[src/hdl/assert_macros.svh]
// ---------------------------------------------------------------------------
// assert_macros.svh
// Shared concurrent assertion macros, clocked on clk, disabled in reset.
// ---------------------------------------------------------------------------
`ifndef ASSERT_MACROS_SVH
`define ASSERT_MACROS_SVH

// expression holds at every clock edge
`define ASSERT_ALWAYS(label, expr, msg) \
	label: assert property (@(posedge clk) disable iff (!arst_n) (expr)) else $error(msg);

// antecedent implies consequent in the same cycle
`define ASSERT_SAME(label, ante, cons, msg) \
	label: assert property (@(posedge clk) disable iff (!arst_n) (ante) |-> (cons)) \
		else $error(msg);

// antecedent implies consequent in the next cycle
`define ASSERT_NEXT(label, ante, cons, msg) \
	label: assert property (@(posedge clk) disable iff (!arst_n) (ante) |=> (cons)) \
		else $error(msg);

`endif

[src/hdl/ict_pkg.sv]
// ---------------------------------------------------------------------------
// ict_pkg
// Types, codes and arithmetic helpers of the interval cycle timer.
// ---------------------------------------------------------------------------
package ict_pkg;

	localparam logic [1:0] FUNC_TICK  = 2'd0;
	localparam logic [1:0] FUNC_START = 2'd1;
	localparam logic [1:0] FUNC_STOP  = 2'd2;

	localparam logic [1:0] REG_FOCUS  = 2'd0;
	localparam logic [1:0] REG_REST   = 2'd1;
	localparam logic [1:0] REG_TARGET = 2'd2;

	localparam logic [2:0] EV_START_ACK = 3'd0;
	localparam logic [2:0] EV_STOP_ACK  = 3'd1;
	localparam logic [2:0] EV_STARTED   = 3'd2;
	localparam logic [2:0] EV_PHASE     = 3'd3;
	localparam logic [2:0] EV_UPDATE    = 3'd4;
	localparam logic [2:0] EV_DONE      = 3'd5;

	localparam logic [1:0] PH_START  = 2'd0;
	localparam logic [1:0] PH_MIDDLE = 2'd1;
	localparam logic [1:0] PH_LATE   = 2'd2;

	// which state snapshot a queued result reports
	localparam logic [1:0] SRC_NEW  = 2'd0;
	localparam logic [1:0] SRC_OLD  = 2'd1;
	localparam logic [1:0] SRC_ACK  = 2'd2;
	localparam logic [1:0] SRC_DONE = 2'd3;

	// 2^20 / 60 rounded up; exact quotient for any 14-bit dividend
	localparam logic [14:0] RECIP60 = 15'd17477;

	typedef struct packed {
		logic [2:0] kind;
		logic [1:0] phase;
		logic [1:0] src;
	} slot_t;

	typedef struct packed {
		logic [2:0]  kind;
		logic        rest_mode;
		logic [1:0]  phase;
		logic [7:0]  cycle_number;
		logic [13:0] remaining_seconds;
		logic [13:0] total_seconds;
		logic [7:0]  minutes_left;
		logic [5:0]  seconds_left;
	} res_t;

	typedef struct packed {
		logic [7:0] minutes;
		logic [5:0] seconds;
	} mmss_t;

	function automatic logic [13:0] mul60(logic [7:0] m);
		return 14'({m, 6'b0}) - 14'({m, 2'b0});
	endfunction

	function automatic mmss_t div60(logic [13:0] x);
		logic [28:0] p;
		logic [8:0]  q;
		logic [13:0] qx60;
		mmss_t       r;
		p         = 29'(x) * 29'(RECIP60);
		q         = p[28:20];
		qx60      = 14'({q, 6'b0}) - 14'({q, 2'b0});
		r.minutes = q[7:0];
		r.seconds = 6'(x - qx60);
		return r;
	endfunction

endpackage

[src/hdl/interval_cycle_timer.sv]
// ---------------------------------------------------------------------------
// interval_cycle_timer
// Two-interval repeating countdown timer with phase and completion events.
// ---------------------------------------------------------------------------
// channel  | dir | tdata                        | tuser       | tlast
// s_axis   | in  | seconds_passed[7:0]          | func[1:0]   | -
// m_axis   | out | rest/phase/cycle/rem/tot/m/s | event_kind  | last of item
// cfg      | in  | cfg_wr_en, cfg_addr[1:0], cfg_wdata[7:0]
//
// An accepted transaction is held in the input register, then its
// 0..4 results are built in one pass and loaded into a result buffer.
// The buffer drains one result per cycle while m_tready is high, so the
// buffer drain sets the sustained rate.
// A new input is taken while the last result of the previous item leaves.
// Reset is asynchronous, active low; all timer state returns to idle.
// ---------------------------------------------------------------------------
`include "assert_macros.svh"

module interval_cycle_timer
	import ict_pkg::*;
(
	input  logic        clk,
	input  logic        arst_n,
	input  logic        cfg_wr_en,
	input  logic [1:0]  cfg_addr,
	input  logic [7:0]  cfg_wdata,
	input  logic        s_tvalid,
	output logic        s_tready,
	input  logic [7:0]  s_tdata,   // seconds_passed[7:0]
	input  logic [1:0]  s_tuser,   // func[1:0]
	output logic        m_tvalid,
	input  logic        m_tready,
	// rest_mode[0], phase[2:1], cycle_number[10:3], remaining_seconds[24:11],
	// total_seconds[38:25], minutes_left[46:39], seconds_left[52:47], zero[55:53]
	output logic [55:0] m_tdata,
	output logic [2:0]  m_tuser,   // event_kind[2:0]
	output logic        m_tlast
);

	logic [7:0]  focus_q, rest_q, target_q;
	logic        running_q, pending_q, in_rest_q;
	logic [7:0]  cycle_q;
	logic [13:0] rem_q, total_q;
	logic        start_rep_q, mid_rep_q, late_rep_q;

	logic        vld_s1;
	logic [1:0]  func_s1;
	logic [7:0]  secs_s1;

	logic        vld_s2;
	logic [2:0]  cnt_s2;
	logic [1:0]  idx_q;
	res_t        res_s2 [4];

	logic        bundle_free, commit;

	logic        nx_running, nx_pending, nx_in_rest;
	logic [7:0]  nx_cycle;
	logic [13:0] nx_rem, nx_total;
	logic        nx_start_rep, nx_mid_rep, nx_late_rep;
	slot_t       slot [4];
	logic [2:0]  cnt;
	res_t        res [4];

	always_comb begin
		logic        begin_iv;
		logic        begin_rest;
		mmss_t       mo;
		mmss_t       mn;
		nx_running   = running_q;
		nx_pending   = pending_q;
		nx_in_rest   = in_rest_q;
		nx_cycle     = cycle_q;
		nx_rem       = rem_q;
		nx_total     = total_q;
		nx_start_rep = start_rep_q;
		nx_mid_rep   = mid_rep_q;
		nx_late_rep  = late_rep_q;
		begin_iv     = 1'b0;
		begin_rest   = 1'b0;
		cnt          = '0;
		for (int i = 0; i < 4; i++) begin
			slot[i] = '0;
		end

		unique case (func_s1)
			FUNC_START: begin
				nx_cycle   = 8'd1;
				nx_pending = 1'b1;
				nx_running = 1'b0;
				slot[cnt[1:0]] = '{kind: EV_START_ACK, phase: PH_START, src: SRC_ACK};
				cnt = cnt + 3'd1;
			end
			FUNC_STOP: begin
				nx_running = 1'b0;
				nx_pending = 1'b0;
				slot[cnt[1:0]] = '{kind: EV_STOP_ACK, phase: PH_START, src: SRC_ACK};
				cnt = cnt + 3'd1;
			end
			FUNC_TICK: begin
				if (pending_q) begin
					nx_pending = 1'b0;
					nx_running = 1'b1;
					nx_cycle   = 8'd1;
					begin_iv   = 1'b1;
				end else if (running_q) begin
					if (!start_rep_q) begin
						slot[cnt[1:0]] = '{kind: EV_PHASE, phase: PH_START, src: SRC_OLD};
						cnt = cnt + 3'd1;
						nx_start_rep = 1'b1;
					end
					if (secs_s1 != 8'd0) begin
						if (rem_q != 14'd0) begin
							nx_rem = (rem_q >= 14'(secs_s1)) ? rem_q - 14'(secs_s1) : 14'd0;
							slot[cnt[1:0]] = '{kind: EV_UPDATE, phase: PH_START, src: SRC_NEW};
							cnt = cnt + 3'd1;
							if (!in_rest_q && !mid_rep_q &&
							    ({nx_rem, 1'b0} <= {1'b0, total_q})) begin
								slot[cnt[1:0]] = '{kind: EV_PHASE, phase: PH_MIDDLE, src: SRC_NEW};
								cnt = cnt + 3'd1;
								nx_mid_rep = 1'b1;
							end
							if (!late_rep_q &&
							    ((18'(nx_rem) << 3) + (18'(nx_rem) << 1) <= 18'(total_q))) begin
								slot[cnt[1:0]] = '{kind: EV_PHASE, phase: PH_LATE, src: SRC_NEW};
								cnt = cnt + 3'd1;
								nx_late_rep = 1'b1;
							end
						end else if (!in_rest_q) begin
							if (cycle_q >= target_q) begin
								nx_running = 1'b0;
								slot[cnt[1:0]] = '{kind: EV_DONE, phase: PH_START, src: SRC_DONE};
								cnt = cnt + 3'd1;
							end else begin
								begin_iv   = 1'b1;
								begin_rest = 1'b1;
							end
						end else begin
							if (cycle_q != 8'd255) begin
								nx_cycle = cycle_q + 8'd1;
							end
							begin_iv = 1'b1;
						end
					end
				end
			end
			default: begin
			end
		endcase

		if (begin_iv) begin
			nx_in_rest   = begin_rest;
			nx_total     = mul60(begin_rest ? rest_q : focus_q);
			nx_rem       = nx_total;
			nx_mid_rep   = 1'b0;
			nx_late_rep  = 1'b0;
			nx_start_rep = 1'b1;
			slot[cnt[1:0]] = '{kind: EV_STARTED, phase: PH_START, src: SRC_NEW};
			cnt = cnt + 3'd1;
			slot[cnt[1:0]] = '{kind: EV_PHASE, phase: PH_START, src: SRC_NEW};
			cnt = cnt + 3'd1;
		end

		mo = div60(rem_q);
		mn = div60(nx_rem);
		for (int i = 0; i < 4; i++) begin
			res[i] = '0;
			res[i].kind = slot[i].kind;
			unique case (slot[i].src)
				SRC_OLD: begin
					res[i].rest_mode         = in_rest_q;
					res[i].phase             = slot[i].phase;
					res[i].cycle_number      = cycle_q;
					res[i].remaining_seconds = rem_q;
					res[i].total_seconds     = total_q;
					res[i].minutes_left      = mo.minutes;
					res[i].seconds_left      = mo.seconds;
				end
				SRC_NEW, SRC_DONE: begin
					res[i].rest_mode         = nx_in_rest;
					res[i].phase             = slot[i].phase;
					res[i].cycle_number      = (slot[i].src == SRC_DONE) ? target_q : nx_cycle;
					res[i].remaining_seconds = nx_rem;
					res[i].total_seconds     = nx_total;
					res[i].minutes_left      = mn.minutes;
					res[i].seconds_left      = mn.seconds;
				end
				default: begin
				end
			endcase
		end
	end

	assign m_tvalid    = vld_s2;
	assign m_tlast     = ({1'b0, idx_q} == (cnt_s2 - 3'd1));
	assign bundle_free = !vld_s2 || (m_tready && m_tlast);
	assign commit      = vld_s1 && bundle_free;
	assign s_tready    = !vld_s1 || bundle_free;

	always_comb begin
		res_t r;
		r       = res_s2[idx_q];
		m_tuser = r.kind;
		m_tdata = {3'b0, r.seconds_left, r.minutes_left, r.total_seconds,
		           r.remaining_seconds, r.cycle_number, r.phase, r.rest_mode};
	end

	always_ff @(posedge clk or negedge arst_n) begin
		if (!arst_n) begin
			focus_q     <= 8'd25;
			rest_q      <= 8'd5;
			target_q    <= 8'd1;
			running_q   <= 1'b0;
			pending_q   <= 1'b0;
			in_rest_q   <= 1'b0;
			cycle_q     <= 8'd1;
			rem_q       <= '0;
			total_q     <= '0;
			start_rep_q <= 1'b0;
			mid_rep_q   <= 1'b0;
			late_rep_q  <= 1'b0;
			vld_s1      <= 1'b0;
			vld_s2      <= 1'b0;
			cnt_s2      <= '0;
			idx_q       <= '0;
		end else begin
			if (cfg_wr_en) begin
				unique case (cfg_addr)
					REG_FOCUS:  focus_q  <= cfg_wdata;
					REG_REST:   rest_q   <= cfg_wdata;
					REG_TARGET: target_q <= cfg_wdata;
					default: begin
					end
				endcase
			end
			if (s_tvalid && s_tready) begin
				vld_s1 <= 1'b1;
			end else if (commit) begin
				vld_s1 <= 1'b0;
			end
			if (commit) begin
				running_q   <= nx_running;
				pending_q   <= nx_pending;
				in_rest_q   <= nx_in_rest;
				cycle_q     <= nx_cycle;
				rem_q       <= nx_rem;
				total_q     <= nx_total;
				start_rep_q <= nx_start_rep;
				mid_rep_q   <= nx_mid_rep;
				late_rep_q  <= nx_late_rep;
			end
			if (commit && cnt != 3'd0) begin
				vld_s2 <= 1'b1;
				cnt_s2 <= cnt;
				idx_q  <= '0;
			end else if (m_tvalid && m_tready) begin
				if (m_tlast) begin
					vld_s2 <= 1'b0;
				end else begin
					idx_q <= idx_q + 2'd1;
				end
			end
		end
	end

	always_ff @(posedge clk) begin
		if (s_tvalid && s_tready) begin
			func_s1 <= s_tuser;
			secs_s1 <= s_tdata;
		end
		if (commit && cnt != 3'd0) begin
			res_s2 <= res;
		end
	end

	`ASSERT_SAME(a_buf_count, m_tvalid, (cnt_s2 != 3'd0) && ({1'b0, idx_q} < cnt_s2), "result index out of range")
	`ASSERT_ALWAYS(a_run_pend, !(running_q && pending_q), "running and start pending together")
	`ASSERT_ALWAYS(a_rem_le_total, rem_q <= total_q, "remaining exceeds interval total")
	`ASSERT_NEXT(a_start_cycle, commit && (func_s1 == FUNC_START), (cycle_q == 8'd1) && pending_q, "start did not rearm")

endmodule
[config.mk]
export PLATFORM = sky130hd
export DESIGN_NAME = interval_cycle_timer
export DESIGN_NICKNAME = d
export VERILOG_FILES = /design/src/hdl/ict_pkg.sv /design/src/hdl/interval_cycle_timer.sv
export VERILOG_INCLUDE_DIRS = /design/src /design/src/hdl
export SDC_FILE = /design/constraint.sdc
export NUM_CORES = 1
export LEC_CHECK = 0
export ABC_AREA = 1
export BUFFER_PORTS_ARGS = -buffer_cell sky130_fd_sc_hd__buf_2
export CAP_MARGIN = 5
export CORE_MARGIN = 2
export CORE_UTILIZATION = 56
export CTS_CLUSTER_SIZE = 28
export DETAILED_ROUTE_END_ITERATION = 7
export PLACE_DENSITY = 0.75
export SYNTH_ARGS = -nofsm -noshare
export SYNTH_HDL_FRONTEND = slang
export SYNTH_SLANG_ARGS = --single-unit
[constraint.sdc]
create_clock -name clk -period 7.05 [get_ports clk]
set_input_delay 1.41 -clock clk [delete_from_list [all_inputs] [get_ports clk]]
set_output_delay 1.41 -clock clk [all_outputs]
set_load 0.05 [all_outputs]
Word-level counts from Yosys, hierarchy flattened
Cells that the tools add are included.

word-level totals
  bits of input ports = 25
  bits in registers = 307
  word-level logic and storage cells = 300
  output and inout port bits = 62

operators by class
  bitwise operators = 24
  add/subtract/negate cells = 15
  multiplexer cells = 122
  eq/ne operators = 16
  multipliers = 2
  order comparisons = 15
  reductions and logical operators = 56

operators with widths
  operator                                                   count
  case mux 53 bit (2 select lines)                           4
  two-way mux 28 bit                                         14
  binary-select mux 56 bit (select 2 bit)                    1
  two-way mux 14 bit                                         8
  two-way mux 56 bit                                         2
  two-way mux 8 bit                                          11
  demux 7 bit (select 2 bit)                                 5
  multiplier 14 x 15 -> 28 bit (second input constant)       2
  two-way mux 7 bit                                          8
  two-way mux 3 bit                                          17
  bitwise AND 24 bit                                         2
  inverter 24 bit                                            2
  two-way mux 1 bit                                          42
  bitwise AND 16 bit                                         2
  inverter 16 bit                                            2
  bitwise OR 12 bit                                          2
  nonzero test 2 bit                                         11
  two-way mux 21 bit                                         1
  case mux 7 bit (3 select lines)                            1
  bitwise AND 20 bit                                         1
  inverter 20 bit                                            1
  adder 17 x 15 -> 18 bit                                    1
  greater-or-equal comparator 3 bit (second input constant)  6
  <= comparator 18 x 14 -> 1 bit                             1
  other kinds (39)                                           103

Depth between registers and ports, before layout
  depth in word-level cells = 31
  gate-level depth with buffers = 48
  gate-level depth less buffers = 48

Least setup slack after synthesis
Ideal clock, no wire load.

  path type = flip-flop to flip-flop
  from = register func_s1[0]
  to = register res_s2[173] (netlist name), data pin
  path buffers = 1
  library setup time = 0.271 ns
  cell stages (with the launch flop) = 41
  required time = 6.779 ns
  data arrival time = 7.431 ns
  setup slack = -0.653 ns
  clock period less this slack = 7.703 ns
  path through = edfxtp_1 > inv_1 > ha_1 > nand2_2 > nor2_4 > nand3_4 > nor2_8 > nand2_4 > buf_6 > o21ai_2 > inv_2 > ha_1 > inv_1 > nor3_1 > nand3_1 > nand3_1 > nand2_1 > nand3_2 > (+5 left out) > inv_1 > fa_1 > fa_1 > ha_1 > a21o_1 > a31oi_1 > o31ai_1 > a221oi_1 > nand2_1 > xor2_1 > ha_1 > a21o_1 > a21oi_1 > xnor2_1 > xor2_1 > inv_2 > nand2_1 > a21oi_1

on the way
  elaborated cells on any way between the ends = 38
  classes of those cells = add/sub (4); mul (1); order compare (4); eq/ne (4); mux (13); bitwise (6); reduce/logical (6)

RTL lines
  item                                  RTL line                     RTL
  start, declared                       interval_cycle_timer.sv:47   logic [1:0] func_s1;
  start signal, assigned                interval_cycle_timer.sv:268  func_s1 <= s_tuser;
  zero test 2 bit (*)                   interval_cycle_timer.sv:86   unique case (func_s1)
  two-way mux 1 bit                     interval_cycle_timer.sv:86
  two-way mux 8 bit                     interval_cycle_timer.sv:153  nx_total = mul60(begin_rest ? rest_q : focus_q);
  subtractor 14 x 10 -> 14 bit          ict_pkg.sv:58                return 14'({m, 6'b0}) - 14'({m, 2'b0});
  two-way mux 14 bit (*)                interval_cycle_timer.sv:151  if (begin_iv) begin
  net nx_rem[13]                        interval_cycle_timer.sv:59   logic [13:0] nx_rem, nx_total;
  multiplier 14 x 15 -> 28 bit (*)      ict_pkg.sv:66                p = 29'(x) * 29'(RECIP60);
  subtractor 1 x 6 -> 6 bit (*)         ict_pkg.sv:68                qx60 = 14'({q, 6'b0}) - 14'({q, 2'b0});
  subtractor 6 bit (*)                  ict_pkg.sv:70                r.seconds = 6'(x - qx60);
  case mux 53 bit (2 select lines) (*)  interval_cycle_timer.sv:169  unique case (slot[i].src)
  end signal, assigned                  interval_cycle_timer.sv:272  res_s2 <= res;
  end, declared                         interval_cycle_timer.sv:53   res_t res_s2 [4];

Mark *: on every way through the listed nets, which the timed path passes. The rest lies on a longest branch.
A chain may end at the register's enable or synchronous reset.

Worst setup path in the final report
  from = register target_q[0]
  to = register res_s2[82] (netlist name), data pin

on the way
  elaborated cells on any way between the ends = 54
  classes of those cells = add/sub (2); order compare (5); eq/ne (2); mux (35); bitwise (6); reduce/logical (4)

RTL lines
  item                                   RTL line                     RTL
  start, declared                        interval_cycle_timer.sv:40   logic [7:0] focus_q, rest_q, target_q;
  start signal, assigned                 interval_cycle_timer.sv:231  REG_TARGET: target_q <= cfg_wdata;
  greater-or-equal comparator 8 bit (*)  interval_cycle_timer.sv:130  if (cycle_q >= target_q) begin
  two-way mux 1 bit (*)                  interval_cycle_timer.sv:130
  two-way mux 1 bit                      interval_cycle_timer.sv:129  end else if (!in_rest_q) begin
  two-way mux 1 bit                      interval_cycle_timer.sv:113  if (rem_q != 14'd0) begin
  two-way mux 1 bit                      interval_cycle_timer.sv:112  if (secs_s1 != 8'd0) begin
  two-way mux 1 bit                      interval_cycle_timer.sv:106  end else if (running_q) begin
  two-way mux 1 bit                      interval_cycle_timer.sv:101  if (pending_q) begin
  two-way mux 1 bit                      interval_cycle_timer.sv:86
  two-way mux 8 bit                      interval_cycle_timer.sv:153
  subtractor 14 x 10 -> 14 bit           ict_pkg.sv:58
  two-way mux 14 bit (*)                 interval_cycle_timer.sv:151
  net nx_total[12]                       interval_cycle_timer.sv:59
  case mux 53 bit (2 select lines) (*)   interval_cycle_timer.sv:169

Marked as above.

==> metrics <==
max-cap violations 0; met1 usage 39.4%; Most used DFF post-synth edfxtp_1; Synth top area share 23.3%; core box area 29800 sq um; Mapped Cells 1988; critical path startpoint category flop; Rel. slew slack 25.2%; drt drc 0; Least-Margin Pin Slew 1.12 ns; TritonCTS Buffers 24; crit path kind flop to flop; Detailed Place HPWL 36100 um; Total Die Area 31800 sq um; mapped cell area 17000 sq um; final worst path period share 109%; largest net degree at the start of global routing 74; DIE WIDTH 178 um; Row Count 63; GR peak layer met2; fraction of layout cells with a size suffix above 1 28.9%; final worst slack -0.658 ns; CTS tree built; antenna cells 0; Setup TNS -4.17 ns; first-pass GRT wire length 78700 um; iteration-0 DRC count of the detailed router 1541; reg2reg path depth 60; antenna violations before repair 0; Total GRT Usage 31.4%; Clock Tree Root clkbuf_16; GP Congestion 0.946; Seq. cell area 5800 sq um; slowest CP cell dfstp_2; Synthesis Warnings 0; Netlist cell types 57; grt met2 use 54.6%; ys async rst share 35.6%; Crit path top cell by count buf_4; dpl ws -0.569 ns; crit end category flop; Max Freq 130 MHz; Final setup violation count 12; status finished with violations; count of final max-slew check failures 0; total gr overflow 0; EDFF count, synth 132; most common cell after layout, fill and taps aside nand2_1; Initial Util 57.1%; Multi-input gate area 10700 sq um; area leader, netlist edfxtp_1; I/O pin cnt 87; Layout Nets 2686; worst min path class flop to flop; hold path depth 2; Mean Syn Cell Area 8.56 sq um; top cells by area, synth edfxtp_1, ha_1, dfrtp_1; I/O Buffers 83; Fillers 2126; Data required, critical path 7.44 ns; sequential-to-total area share from yosys stat 34.1%; clk buf depth 3; number of clock sinks 205; area delta synth->final 28.2%; H-tree levels 1; Final Hold Vio Count 0; critical path's largest stage delay 0.54 ns; RSZ-0062 raised after global routing yes; WHS 0.476 ns; Die Y 178 um; Worst-Skew Late Latency 0.54 ns; vias post-DR 15900; Detailed Routing Iterations Pass 1 6; DRT Wirelength 50500 um; Clock Skew 0.0135 ns; worst-path fanout max 6; failing checks setup timing; post-route ant nets 0; Vias/cell 5.71; vias in the first global route 15600; clock slew at reported path FFs 0.07 ns; Final min period 7.71 ns; number of synthesized register bits 205; WL/cell 18.2 um; Worst EP arrival 8.09 ns; most frequent cells in the layout nand2_1, buf_4, inv_1, ha_1, a21oi_1; met3 Usage GRT 4.28%
what timing repair did:
item,in CTS,in global routing
hold buffers,0,0
endpoints found under the setup margin,18,159
pin swaps,31,43
gates cloned,1,0
hold endpoints to repair,0,0
resized for setup,64,93
setup buffers,61,24
Yosys cell counts, types with 28 or more instances:
library cell and number:
nand2_1 393, inv_1 277, ha_1 248, a21oi_1 151, nor2_1 136, edfxtp_1 132
o21ai_0 123, nand3_1 72, dfrtp_1 66, fa_1 44, mux2_2 41, clkbuf_1 35
xor2_1 31, nor3_1 28
layout make-up:
cell class	instances	area share, %
multi-input cells	1447	48.9
flip-flops and latches	205	26.6
repair buffers	403	13.6
inverters	288	4.99
clock buffers	28	2.91
well taps	390	2.24
clock inverters	16	0.832
worst paths after layout:
kind | start | to | slack (ns)
min in group asynchronous | arst_n | total_q[8] | 1.02
worst min register to register | cnt_s2[1] | cnt_s2[1] | 0.48
max in group asynchronous | arst_n | focus_q[2] | 5.38
worst max-delay path | target_q[0] | res_s2[82] | -0.66
worst min-delay path | cnt_s2[1] | cnt_s2[1] | 0.48
worst max register to register | target_q[0] | res_s2[82] | -0.66
registers in the layout, indices dropped and copies added (netlist names):
| name | flops |
|---|---|
| rest_q | 8 |
| start_rep_q | 1 |
| secs_s1 | 8 |
| rem_q | 14 |
| in_rest_q | 1 |
| target_q | 8 |
| pending_q | 1 |
| idx_q | 2 |
| late_rep_q | 1 |
| vld_s1 | 1 |
| running_q | 1 |
| total_q | 14 |
| cycle_q | 8 |
| cnt_s2 | 3 |
| focus_q | 8 |
| func_s1 | 2 |
| mid_rep_q | 1 |
| m_tvalid | 1 |
| res_s2 | 122 |
layer usage:
metal | part of all wire (%) | up-vias | routed length (um)
li1 | - | 7466 | -
met1 | 39 | 7488 | 19900
met2 | 49 | 713 | 24800
met3 | 6.8 | 200 | 3420
met4 | 4.8 | 0 | 2410
met5 | 0 | - | 0
per-stage QoR:
| stage | area (sq um) | util [%] | std cells |
|---|---|---|---|
| after CTS | 21200 | 71.3 | 2754 |
| after floorplan | 17100 | - | 1990 |
| after global routing | 21800 | 73.2 | 2777 |
| final | 21800 | 73.2 | 2777 |
| after global placement | 19700 | 66.0 | 2648 |
| after detailed placement | 19700 | 66.0 | 2648 |
critical path, delay by kind of cell (launching register included):
| kind | cells | cell delay, ns |
|---|---|---|
| adders and majority gates | 1 | 0.16 |
| and+or+nand+nor | 16 | 1.48 |
| AOI/OAI and AO/OA | 1 | 0.15 |
| buffers and inverters | 42 | 5.20 |
| DFF | 1 | 0.54 |
logic make-up after synthesis:
| group | Yosys count | synth area share [%] |
|---|---|---|
| simple gates | 715 | 18.5 |
| compound gates | 356 | 11.6 |
| buf+inv | 339 | 7.74 |
| fa+ha+maj | 292 | 23.4 |
| flops | 205 | 34.1 |
| mux | 41 | 2.71 |
| xor+xnor | 39 | 2.01 |
| other cells | 1 | 0.0220 |
Power is not shown: default switching activity piles up to over one toggle a cycle in this logic, so the estimate is an artifact.
